[config.mk]
export PLATFORM = sky130hd
export DESIGN_NAME = accumulator_requantize_int16
export DESIGN_NICKNAME = d
export VERILOG_FILES = /design/src/rtl/acrq_pkg.sv /design/src/rtl/acrq_datapath.sv /design/src/rtl/accumulator_requantize_int16.sv
export SDC_FILE = /design/constraint.sdc
export NUM_CORES = 1
export LEC_CHECK = 0
export CORE_MARGIN = 5
export CORE_UTILIZATION = 35
export DETAILED_ROUTE_END_ITERATION = 12
export DONT_BUFFER_PORTS = 1
export PLACE_DENSITY = 0.6
export SYNTH_ARGS = -nofsm -noshare
export SYNTH_HDL_FRONTEND = slang
export SYNTH_SLANG_ARGS = --single-unit
export TNS_END_PERCENT = 1
[constraint.sdc]
create_clock -name clk -period 3.73 [get_ports clk]
set_input_delay 0.1865 -clock clk [delete_from_list [all_inputs] [get_ports clk]]
set_output_delay 0.1865 -clock clk [all_outputs]
set_load 0.03 [all_outputs]
[src/rtl/acrq_pkg.sv]
// acrq_pkg: shared types and codes for the accumulator requantizer.
// Holds register indexes, activation codes and the configuration struct.
// No dependencies.
package acrq_pkg;

	localparam int CFG_DATA_W = 7;
	localparam int CFG_IDX_W = 2;
	localparam int BIAS_W = 48;

	localparam logic [CFG_IDX_W-1:0] REG_ACT_MODE = 2'd0;
	localparam logic [CFG_IDX_W-1:0] REG_OUT_SHIFT = 2'd1;
	localparam logic [CFG_IDX_W-1:0] REG_BIAS_SHIFT = 2'd2;

	localparam logic [1:0] ACT_NONE = 2'd0;
	localparam logic [1:0] ACT_RELU = 2'd1;
	localparam logic [1:0] ACT_LEAKY = 2'd2;

	localparam logic [6:0] LEAKY_EXTRA_SHIFT = 7'd3;

	typedef struct packed {
		logic [1:0] act_mode;
		logic [6:0] output_shift;
		logic [5:0] bias_shift;
	} cfg_t;

endpackage

[src/rtl/acrq_datapath.sv]
// acrq_datapath: four-stage requantize pipeline (saturate and bias scale,
// bias add and activation, rounding shift, int16 saturation).
// Depends on acrq_pkg.
module acrq_datapath #(
	parameter int ACC_BITS = 40
) (
	input  logic                clk,
	input  logic                arst_n,
	input  logic                in_valid,
	input  logic signed [63:0]  acc_sum,
	input  logic signed [15:0]  bias_value,
	input  acrq_pkg::cfg_t      cfg,
	output logic                out_valid,
	output logic signed [15:0]  out_value
);

	localparam int BW = acrq_pkg::BIAS_W;
	localparam int ADD_W = ((ACC_BITS > BW) ? ACC_BITS : BW) + 1;
	localparam logic [ACC_BITS-1:0] ACC_MAX = {1'b0, {(ACC_BITS-1){1'b1}}};
	localparam logic [ACC_BITS-1:0] ACC_MIN = {1'b1, {(ACC_BITS-1){1'b0}}};

	logic v_s1, v_s2, v_s3, v_s4;

	logic [ACC_BITS-1:0] acc_s1;
	logic [BW-1:0]       bias_s1;
	logic [ACC_BITS-1:0] x_s2;
	logic [6:0]          sh_s2;
	logic [ACC_BITS:0]   t_s3;
	logic [15:0]         out_s4;

	// stage 1 logic
	logic [64-ACC_BITS:0] acc_hi;
	logic [ACC_BITS-1:0]  acc_sat;
	logic signed [BW-1:0] bias_ext;
	logic signed [BW-1:0] bias_sc;
	logic [5:0]           lsh;

	always_comb begin
		acc_hi = acc_sum[63:ACC_BITS-1];
		if ((&acc_hi) || !(|acc_hi)) begin
			acc_sat = acc_sum[ACC_BITS-1:0];
		end else if (acc_sum[63]) begin
			acc_sat = ACC_MIN;
		end else begin
			acc_sat = ACC_MAX;
		end
		bias_ext = {{(BW-16){bias_value[15]}}, bias_value};
		lsh = 6'(~cfg.bias_shift + 6'd1);
		if (cfg.bias_shift[5]) begin
			bias_sc = bias_ext <<< lsh;
		end else begin
			bias_sc = bias_ext >>> cfg.bias_shift[4:0];
		end
	end

	// stage 2 logic
	logic [ADD_W-1:0]        sum;
	logic [ADD_W-ACC_BITS:0] sum_hi;
	logic [ACC_BITS-1:0]     sum_sat;
	logic [ACC_BITS-1:0]     act_val;
	logic [6:0]              sh_base;
	logic [6:0]              sh_val;
	logic                    neg;

	always_comb begin
		sum = {{(ADD_W-ACC_BITS){acc_s1[ACC_BITS-1]}}, acc_s1}
			+ {{(ADD_W-BW){bias_s1[BW-1]}}, bias_s1};
		sum_hi = sum[ADD_W-1:ACC_BITS-1];
		if ((&sum_hi) || !(|sum_hi)) begin
			sum_sat = sum[ACC_BITS-1:0];
		end else if (sum[ADD_W-1]) begin
			sum_sat = ACC_MIN;
		end else begin
			sum_sat = ACC_MAX;
		end
		neg = sum_sat[ACC_BITS-1];
		act_val = sum_sat;
		if (cfg.act_mode == acrq_pkg::ACT_RELU && neg) begin
			act_val = '0;
		end
		sh_base = cfg.output_shift[6] ? 7'd0 : {1'b0, cfg.output_shift[5:0]};
		sh_val = sh_base;
		if (cfg.act_mode == acrq_pkg::ACT_LEAKY && neg) begin
			sh_val = sh_base + acrq_pkg::LEAKY_EXTRA_SHIFT;
		end
	end

	// stage 3 logic: shift with one guard bit kept as the rounding bit
	logic signed [ACC_BITS:0] t_val;

	always_comb begin
		t_val = $signed({x_s2, 1'b0}) >>> sh_s2;
	end

	// stage 4 logic: round half up, saturate to int16
	logic signed [ACC_BITS:0] rnd;
	logic [ACC_BITS-15:0]     rnd_hi;
	logic [15:0]              sat16;

	always_comb begin
		rnd = ($signed(t_s3) >>> 1) + $signed({{ACC_BITS{1'b0}}, t_s3[0]});
		rnd_hi = rnd[ACC_BITS:15];
		if ((&rnd_hi) || !(|rnd_hi)) begin
			sat16 = rnd[15:0];
		end else if (rnd[ACC_BITS]) begin
			sat16 = 16'h8000;
		end else begin
			sat16 = 16'h7fff;
		end
	end

	always_ff @(posedge clk or negedge arst_n) begin
		if (!arst_n) begin
			v_s1 <= 1'b0;
			v_s2 <= 1'b0;
			v_s3 <= 1'b0;
			v_s4 <= 1'b0;
		end else begin
			v_s1 <= in_valid;
			v_s2 <= v_s1;
			v_s3 <= v_s2;
			v_s4 <= v_s3;
		end
	end

	always_ff @(posedge clk) begin
		if (in_valid) begin
			acc_s1 <= acc_sat;
			bias_s1 <= bias_sc;
		end
		if (v_s1) begin
			x_s2 <= act_val;
			sh_s2 <= sh_val;
		end
		if (v_s2) begin
			t_s3 <= t_val;
		end
		if (v_s3) begin
			out_s4 <= sat16;
		end
	end

	assign out_valid = v_s4;
	assign out_value = out_s4;

endmodule

[src/rtl/accumulator_requantize_int16.sv]
// accumulator_requantize_int16: top level with configuration registers.
// Depends on acrq_pkg and acrq_datapath.
//
// Usage:
//   Input channel: a beat (acc_sum, bias_value) is taken on every rising
//   edge with start high and busy low. busy is never raised, so a new beat
//   may be offered in every cycle.
//   Result channel: result_valid is high for one cycle with out_value; the
//   receiver must take it then, it cannot hold results off.
//   A beat passes through four register stages (input saturate and bias
//   scale, bias add and activation, rounding shift, int16 saturation);
//   throughput is one beat per cycle.
//   Configuration: cfg_wr_en with cfg_index 0 (activation mode), 1 (output
//   shift) or 2 (bias shift) writes cfg_data at the edge; index 3 is ignored.
//   Write only while no beats are in flight.
//   Reset clears the configuration registers and valid flags to 0 and empties
//   the pipeline; no result appears until a new beat is accepted.
module accumulator_requantize_int16 #(
	parameter int ACC_BITS = 40
) (
	input  logic                                 clk,
	input  logic                                 arst_n,
	input  logic                                 start,
	output logic                                 busy,
	input  logic signed [63:0]                   acc_sum,
	input  logic signed [15:0]                   bias_value,
	output logic                                 result_valid,
	output logic signed [15:0]                   out_value,
	input  logic                                 cfg_wr_en,
	input  logic [acrq_pkg::CFG_IDX_W-1:0]       cfg_index,
	input  logic [acrq_pkg::CFG_DATA_W-1:0]      cfg_data
);

	acrq_pkg::cfg_t cfg_q;

	always_ff @(posedge clk or negedge arst_n) begin
		if (!arst_n) begin
			cfg_q <= '0;
		end else if (cfg_wr_en) begin
			unique case (cfg_index)
				acrq_pkg::REG_ACT_MODE: cfg_q.act_mode <= cfg_data[1:0];
				acrq_pkg::REG_OUT_SHIFT: cfg_q.output_shift <= cfg_data[6:0];
				acrq_pkg::REG_BIAS_SHIFT: cfg_q.bias_shift <= cfg_data[5:0];
				default: ;
			endcase
		end
	end

	assign busy = 1'b0;

	acrq_datapath #(
		.ACC_BITS(ACC_BITS)
	) u_datapath (
		.clk        (clk),
		.arst_n     (arst_n),
		.in_valid   (start && !busy),
		.acc_sum    (acc_sum),
		.bias_value (bias_value),
		.cfg        (cfg_q),
		.out_valid  (result_valid),
		.out_value  (out_value)
	);

endmodule

==> results of run 1 <==
## synthesized netlist by cell type, types with 29 or more instances
| cell | instances |
|---|---|
| sky130_fd_sc_hd__mux2i_1 | 64 |
| sky130_fd_sc_hd__nand3_1 | 42 |
| sky130_fd_sc_hd__o21ai_0 | 220 |
| sky130_fd_sc_hd__nand2_1 | 243 |
| sky130_fd_sc_hd__nor3_1 | 30 |
| sky130_fd_sc_hd__a21oi_1 | 134 |
| sky130_fd_sc_hd__ha_1 | 52 |
| sky130_fd_sc_hd__clkbuf_1 | 98 |
| sky130_fd_sc_hd__and3_1 | 35 |
| sky130_fd_sc_hd__xnor2_1 | 37 |
| sky130_fd_sc_hd__mux4_2 | 36 |
| sky130_fd_sc_hd__xor2_1 | 32 |
| sky130_fd_sc_hd__nand4_1 | 29 |
| sky130_fd_sc_hd__edfxtp_1 | 192 |
| sky130_fd_sc_hd__nor2_1 | 150 |
| sky130_fd_sc_hd__inv_1 | 71 |
| sky130_fd_sc_hd__mux2_2 | 33 |
## through the flow
step	TNS, ns	hold WS, ns	power (mW)	std cells	utilization
after floorplan	0	-0.109	6.44	1857	-
after global placement	-2.39	-0.108	7.75	2409	0.373
after detailed placement	-5.40	-0.108	7.77	2409	0.373
after CTS	0	0.00236	10.6	2512	0.407
after global routing	-0.866	0.0160	11.3	2518	0.411
final	0	0.0376	10.7	2518	0.411
## registers in the layout (all words and copies together), names as in the netlist, 7 cells and up
signal                cells
u_datapath.bias_s1       48
u_datapath.sh_s2          7
u_datapath.acc_s1        40
u_datapath.t_s3          41
cfg_q                    15
u_datapath.out_value     16
u_datapath.x_s2          40
## how the worst min path moves through the flow
stage | end | slack, ns | depth (start not counted)
after CTS | u_datapath.bias_s1[5] | 0.002 | 2
after detailed placement | cfg_q[1] | -0.11 | 0
final | u_datapath.bias_s1[5] | 0.04 | 2
after global routing | u_datapath.bias_s1[5] | 0.02 | 2
after floorplan | cfg_q[0] | -0.11 | 0
after global placement | cfg_q[0] | -0.11 | 0
## cell type report
| class | instances | share of cell area |
|---|---|---|
| Clock buffer | 31 | 0.0355 |
| Clock inverter | 17 | 0.0125 |
| Inverter | 72 | 0.0141 |
| Multi-Input combinational cell | 1446 | 0.508 |
| Sequential cell | 211 | 0.326 |
| Tap cell | 607 | 0.0396 |
| Timing Repair Buffer | 134 | 0.0640 |
## metal layers
metal  up-vias  wire length, um  GRT usage
met3       118             1890     0.0242
met4         0             2180     0.0768
li1       6995                -          -
met5         -                0          0
met2       391            24000      0.316
met1      6782            20100      0.223
## power by group through the flow
stage	Combinational, mW	Clock (mW)	Sequential (mW)
6_report	4.62	2.64	3.40
3_3_place_gp	4.32	0	3.43
2_1_floorplan	3.16	0	3.28
3_5_place_dp	4.33	0	3.44
4_1_cts	4.49	2.71	3.40
5_1_grt	5.04	2.81	3.45
## worst register-to-register path, delay by kind of cell, from the launching register on
| family | cells | cell delay [ns] |
|---|---|---|
| flip-flops | 1 | 0.36 |
| adder cells (fa/ha/maj) | 1 | 0.33 |
| AO/OA/AOI/OAI | 7 | 1.50 |
| buffers and inverters | 4 | 0.69 |
| AND/OR/NAND/NOR | 3 | 0.49 |
## what timing repair did
| action | 4_1_cts | 5_1_grt |
|---|---|---|
| hold endpoints to repair | 164 | 0 |
| gates cloned | 1 | 1 |
| gates resized for setup | 18 | 36 |
| buffers inserted | 6 | 5 |
| pin swaps | 11 | 13 |
| endpoints found under the setup margin | 39 | 59 |
| hold buffers | 48 | 0 |
## kinds of logic (layout without fill, tap and decap cells)
family / after synthesis / in the layout
fa+ha+maj: 53 / 53
xor+xnor: 69 / 69
compound gates: 560 / 560
mux: 133 / 133
flops: 211 / 211
simple gates: 630 / 630
other cells: 1 / 1
buf+inv: 200 / 254
==> flow_results.org, run 1 <==
** Status
- The run finished with clean final reports.

** Worst setup path
- Data arrival, critical path :: 3.94 ns
- STA classifies the critical path startpoint as a flop.
- Crit path max-delay family :: compound AO/OA/AOI/OAI gates
- The critical path crosses 15 cells after its start point.
- Data on the critical path is required at its endpoint by about 4.0 ns.
- Along the worst path, the maximum fanout reaches 10.
- Worst reg-to-reg setup slack :: 0.06 ns
- Launch point of the critical path :: u_datapath.bias_s1[13]
- Critical-path cell with the highest stage delay :: sky130_fd_sc_hd__o41ai_4
- Endpoint of the worst setup timing path :: u_datapath.x_s2[35]
- Counting cells, the worst reg-to-reg path comes to 15.
- STA classifies the critical path endpoint as a flop.
- Category of the most critical setup path :: reg -> reg
- The number of buffers and inverters on the critical path is 4.
- Crit Reg-Reg Endpoint :: u_datapath.x_s2[35]
- Walking the worst path, the cells encountered are ha_1, buf_4, a21oi_1, o211ai_1, a41oi_1, buf_4, a311oi_4, and3_1, o221a_2, nor2_1, nand4_1, o41ai_4, buf_6, buf_12, o21ai_0.
- FF-to-FF Start :: u_datapath.bias_s1[13]
- CP peak stage delay :: between 0.3 and 0.4 ns
- Among the stages of the critical path, the cell type that occurs most often is sky130_fd_sc_hd__buf_4.

** Routing
- Antenna Nets Post-Route :: 0
- Count of unresolved DRC violations after routing :: 0
- Post-DR vias/cell :: about 5.7
- The first detailed-routing pass ran for 5 iterations.
- Wires add up to just under 50000 um.
- Detailed-route wire length per cell :: roughly 19 um
- DR iter-0 viols :: 938
- Vias :: 14300

** Logic synthesis
- Mux cell area share after synthesis :: 0.110
- In this run the mean area of a mapped cell was slightly below 9 sq um.
- Share of synthesized area occupied by flip-flops and latches :: 0.378
- Of the total synthesized cell area, the portion taken by full adders, half adders and majority gates is 0.0406.
- Of all cell types, the one taking the most synthesized area is sky130_fd_sc_hd__edfxtp_1.
- Synth Warn # :: 0
- Counting flops with an async set or reset pin after synthesis yields a share of 0.0900.
- Of the total synthesized cell area, the portion taken by AND, OR, NAND and NOR gates is 0.181.
- Proportion of netlist area held by the largest area contributor :: 0.349
- In this run, synthesis produced a sequential element count of 211.
- Cell count after synthesis :: 1857
- Library cells used by synthesis :: 87
- By area, the combinational part of the netlist is dominated by compound AO/OA/AOI/OAI gates.
- Netlist area before placement :: 16500 sq um
- The area fraction in compound gates after synthesis was 0.205.
- Largest cells by area after synthesis :: sky130_fd_sc_hd__edfxtp_1 35%, sky130_fd_sc_hd__o21ai_0 6.7%, sky130_fd_sc_hd__nand2_1 5.5%, sky130_fd_sc_hd__mux4_2 4.9%, sky130_fd_sc_hd__a21oi_1 4.1%
- Predominant post-synthesis flop cell :: sky130_fd_sc_hd__edfxtp_1
- In this run, synthesis inferred between 150 and 200 flip-flops with an integrated enable.
- Syn nets :: 2003
- Of the total synthesized cell area, the portion taken by XOR and XNOR cells is 0.0366.

** GRT
- Summed over all layers, the global routing overflow is 0.
- Vias in the first global route :: around 14000
- The first global-routing pass estimated 75300 um of wire.
- The number of antenna violations at the first check in global routing is 0.
- GRT Util Overall :: 0.180
- Entering global routing, the biggest net connects 90 pins.

** Die
- Boundary pin count :: about 110
- Initial Util :: 0.354
- Die Span X :: 227 um
- Measured along the y axis, the die boundary spans roughly 230 um.
- The floorplan step defined a die boundary enclosing 51600 sq um.
- Rows :: 79
- The region available for standard cell placement spans ~47000 sq um.

** Placed design
- Standard cell area after detailed placement :: 17400 sq um
- The congestion estimate from routability-driven global placement came to ~0.97.
- Detailed placement finished with a half-perimeter wire length of between 30000 and 40000 um.
- Number of buffer cells added on primary ports :: 0
- DP Worst Slack :: -0.171 ns

** Timing
- The clock period could shrink to 3.67 ns.
- Rel. slew slack :: 0.357
- After layout, the worst setup slack is roughly 0.063 ns.
- In the finished design, the share of the clock period the worst path needs comes to 0.983.
- The number of pins with negative max-slew slack in the final report came to 0.
- Setup repair after global routing missed its margin :: yes
- Maximum achievable frequency :: about 270 MHz
- The count of final hold-check violations was 0.
- Setup violations remaining at the end of the flow were counted as 0.
- Worst Tran Pin Value :: 0.961 ns
- For the final database, setup skew stands at 0.0336 ns.

** Final layout
- The final layout contains 2037 nets.
- Summing all non-filler instances in the final layout gives an area of 19200 sq um.
- The top cell types in the final layout, fill and taps aside, are 243 x sky130_fd_sc_hd__nand2_1, 213 x sky130_fd_sc_hd__o21ai_0, 192 x sky130_fd_sc_hd__edfxtp_1.
- The sequential cells in the finished layout cover a total of between 6000 and 7000 sq um.
- In the final layout, the share of cells above drive strength 1 is 0.140.
- Combined area of the multi-input logic cells :: 9740 sq um
- P&R area growth vs syn :: 16.1%
- After filler insertion, the fill cell instance count of the layout stands at 4532.
- 0 antenna diodes ended up in the layout.
- Most common library cell in the layout ignoring fill and taps :: sky130_fd_sc_hd__nand2_1

** Power
- The internal portion of the total power is 6.49 mW.
- Of the total power, combinational logic draws 0.434.
- VDD sags by at most 343 uV.
- Switching fraction of total power :: 0.392
- Pwr/cell area :: ~560 nW/um^2
- The analysis attributes to cell leakage a power of 7.17 nW.
- In this run the power spent charging and discharging nets is 4.18 mW.
- The share of total power dissipated in the clock network is 0.248.
- Share of total power in sequential cells :: 0.319

** Clock network
- H-tree lvl count :: 1
- The clock drives 211 sinks.
- CTS tree :: built
- For the worst-skew pair, the clock arrives at the later sink with an insertion delay of around 0.57 ns.
- No sink is reached through more buffers than the 3 on the longest clock path.
- The cell sitting at the root of the clock tree is a sky130_fd_sc_hd__clkbuf_16.
- After clock tree synthesis, the clock-pin slew on the worst setup and hold paths is about 0.060 ns.
- Clock buffer count from CTS :: 26

** Run
- Max-cap violations in this run came to 0.

** Hold path
- Hold wc startpoint :: bias_value[15]
- Type of the tightest min-delay check :: in -> reg
No activity file was read; power rests on OpenSTA's default activity.
==> inputs of run 2 (changes only) <==
--- a/config.mk
+++ b/config.mk
@@ -5,11 +5,10 @@
 export SDC_FILE = /design/constraint.sdc
 export NUM_CORES = 1
 export LEC_CHECK = 0
-export CORE_MARGIN = 5
 export CORE_UTILIZATION = 35
 export DETAILED_ROUTE_END_ITERATION = 12
 export DONT_BUFFER_PORTS = 1
-export PLACE_DENSITY = 0.6
+export PLACE_DENSITY = 0.52
 export SYNTH_ARGS = -nofsm -noshare
 export SYNTH_HDL_FRONTEND = slang
 export SYNTH_SLANG_ARGS = --single-unit
==> run 2 against run 1 <==
Against the previous run: final cell count up 0.12%; sequential power about the same; power down 2.9%; clock power down 11%; die area down 6.9%; via count up 0.14%; worst setup slack worse by 0.029 ns; clock skew down 0.017 ns; largest cell class unchanged.
==> flow_results.org, run 2 (same netlist as run 1, synthesis figures left out) <==
** Final layout
- The top cell types in the final layout, fill and taps aside, are 243 x sky130_fd_sc_hd__nand2_1, 197 x sky130_fd_sc_hd__o21ai_0, 192 x sky130_fd_sc_hd__edfxtp_1.
- Cell area after layout :: ~19000 sq um
- The filler cells instantiated in the layout total 4599.
- Max FFs per register :: 48
- The largest registers in the layout are u_datapath.bias_s1 x48, u_datapath.t_s3 x41.
- Leaving out fill and tap cells, the most frequent cell in the layout is sky130_fd_sc_hd__nand2_1.
- Of the cells placed in the final design, the portion with a size suffix greater than 1 is 0.134.
- Number of antenna cells inserted :: 0
- P&R area growth vs syn :: 15.0%
- Most flop-heavy register :: u_datapath.bias_s1
- In the final design database the tool counted 2041 nets.

** Worst setup path
- Critical path, cell by cell :: ha_2, inv_2, fa_2, nand2b_4, a21oi_2, buf_4, o211ai_1, buf_4, a311oi_4, a21boi_2, o221a_2, nor2_2, nand4_1, o41ai_4, buf_4, buf_12, o21ai_1
- The critical path is of the reg -> reg type.
- The cell family contributing the most delay on the critical path is compound AO/OA/AOI/OAI gates.
- The number of buffers and inverters on the critical path is 5.
- CP peak stage delay :: ~0.36 ns
- Critical-path cell with the highest stage delay :: sky130_fd_sc_hd__a311oi_4
- Cell mode on critical path :: sky130_fd_sc_hd__buf_4
- Critical path fanouts, max :: 10
- The worst setup path is launched from a flop.
- Required @ worst endpoint :: 4.02 ns
- STA puts the critical path data arrival time at approximately 4.0 ns.
- Crit end category :: flop

** Run
- The tool flagged a number of max-cap violations equal to 0.

** GRT
- The first global-routing pass estimated 75500 um of wire.
- The number of antenna violations at the first check in global routing was 0.
- GRT Util Overall :: 0.199
- Largest net degree at the start of global routing :: 90
- Total gr overflow :: 0
- The via count of the first global-routing pass came to 13800.

** Routing
- Sum of routed wire length over all layers :: 48200 um
- Summing over every cut layer, the via total after detailed routing is ~14000.
- The count of nets left with antenna violations once routing finished came out at 0.
- Detailed-route wire length per cell :: 19.1 um
- After the first detailed-routing iteration, the DRC count stood at 915.
- In the routed design, unresolved DRC markers number 0.
- After detailed routing, the number of vias per cell comes to 5.67.
- Length of the first detailed-routing pass in iterations :: 6

** Die
- The die covers approximately 48000 sq um.
- Rows :: 79
- The floorplan step set the die width to 219 um.
- Boundary pin count :: 111
- For this configuration, the core starts out at a cell density of 0.354.
- From bottom edge to top edge, the die measures 219 um.
- Core ar. :: 46600 sq um

** Timing
- Worst Tran Pin Value :: 0.996 ns
- Setup violations remaining at the end of the flow were counted as 0.
- The worst pin sits at a relative slew slack of 0.336.
- Timing would allow up to around 270 MHz.
- For the finished layout, the period the worst path requires is 3.70 ns.
- The number of pins with negative max-slew slack in the final report is 0.
- Setup repair after global routing missed its margin :: yes
- Final Cycle Share :: 0.991
- The clock arrives with 0.0162 ns of skew.
- Once routing completed, OpenROAD measured the worst setup slack at ~0.034 ns.
- The count of final hold-check violations was 0.
- Setup_tns :: 0 ns

** Placed design
- Post-DP HPWL :: 37400 um
- Standard cell area after detailed placement :: 17400 sq um
- DP Worst Slack :: -0.208 ns
- Number of buffer cells added on primary ports :: 0
- The congestion estimate from routability-driven global placement came to 0.937.

** Power
- Pwr/cell area :: 546 nW/um^2
- The analysis attributes to cell leakage a power of 7.11 nW.
- Worst IR Drop VDD :: approximately 320 uV

** Clock network
- CTS built an H-tree with a depth of 1.
- Clock latency on the worst-skew pair, taken at its later pin, is roughly 0.56 ns.
- CTS tree :: built
- Clock root cell :: sky130_fd_sc_hd__clkbuf_16
- Clock buffer count from CTS :: 25
- The longest clock path from root to sink contains 3 buffers.
- Reg clk slew, reported paths :: 0.06 ns
- The tree built by TritonCTS fans out to 211 sinks.

** Hold path
- The tightest min-delay check is of the in -> reg type.

** Status
- The flow ran to the end, and the final reports show no timing, DRC or antenna violations.
[run 2: changes by cell type in the layout (fill, tap and decap cells not counted), moves of 3 or more]
| cell | before | now |
|---|---|---|
| sky130_fd_sc_hd__a21oi_2 | 4 | 7 |
| sky130_fd_sc_hd__clkinv_1 | 1 | 5 |
| sky130_fd_sc_hd__o21ai_0 | 213 | 197 |
| sky130_fd_sc_hd__dlygate4sd3_1 | 47 | 50 |
| sky130_fd_sc_hd__buf_4 | 79 | 84 |
| sky130_fd_sc_hd__bufinv_16 | 4 | 1 |
| sky130_fd_sc_hd__ha_1 | 42 | 46 |
| sky130_fd_sc_hd__ha_2 | 6 | 3 |
| sky130_fd_sc_hd__o21ai_1 | 6 | 23 |
[run 2: path summary, 6_finish.rpt]
kind | start | end | slack (ns) | depth (start not counted)
max in group asynchronous | arst_n | u_datapath.v_s1 | 2.90 | 1
setup reg to reg | u_datapath.acc_s1[0] | u_datapath.x_s2[32] | 0.03 | 17
min in group asynchronous | arst_n | cfg_q[2] | 0.21 | 1
setup / recovery | u_datapath.acc_s1[0] | u_datapath.x_s2[32] | 0.03 | 17
hold / removal | bias_value[15] | u_datapath.bias_s1[0] | 0.03 | 2
hold reg to reg | cfg_q[7] | cfg_q[7] | 0.55 | 1
[run 2: area by class of cell]
class | count | area, sq um | area share
Multi-Input combinational cell | 1446 | 9670 | 0.509
Sequential cell | 211 | 6240 | 0.329
Timing Repair Buffer | 139 | 1250 | 0.0657
Tap cell | 607 | 759 | 0.0400
Clock buffer | 30 | 654 | 0.0345
Inverter | 72 | 270 | 0.0142
Clock inverter | 16 | 143 | 0.00751
[run 2: routing by layer]
metal / vias to the layer above / share of wire / GRT usage
met2: 418 / 0.50 / 0.351
li1: 6986 / - / -
met5: - / 0 / 0
met4: 0 / 0.039 / 0.0801
met1: 6795 / 0.42 / 0.244
met3: 107 / 0.044 / 0.0254
[run 2: through the flow]
| stage | cells | hold slack (ns) | power (mW) | util |
|---|---|---|---|---|
| floorplan | 1857 | -0.109 | 6.44 | - |
| detailed placement | 2418 | -0.109 | 7.80 | 0.374 |
| global placement | 2418 | -0.109 | 7.80 | 0.374 |
| global route | 2521 | 0.0161 | 11.0 | 0.408 |
| CTS | 2520 | 0.00918 | 10.4 | 0.407 |
| finish | 2521 | 0.0283 | 10.4 | 0.408 |
[run 2: what timing repair did]
action / in CTS / in global routing
buffers inserted: 3 / 2
hold buffers: 51 / 0
setup endpoints to repair: 39 / 55
endpoints found under the hold margin: 167 / 0
pin swaps: 3 / 11
resized for setup: 23 / 35
gates cloned: 2 / 0
[run 2: where the power goes]
group          switching, mW  total [mW]  internal (mW)
clock                   1.02        2.36           1.34
sequential             0.350        3.40           3.05
combinational           2.77        4.60           1.83
total                   4.14        10.4           6.22
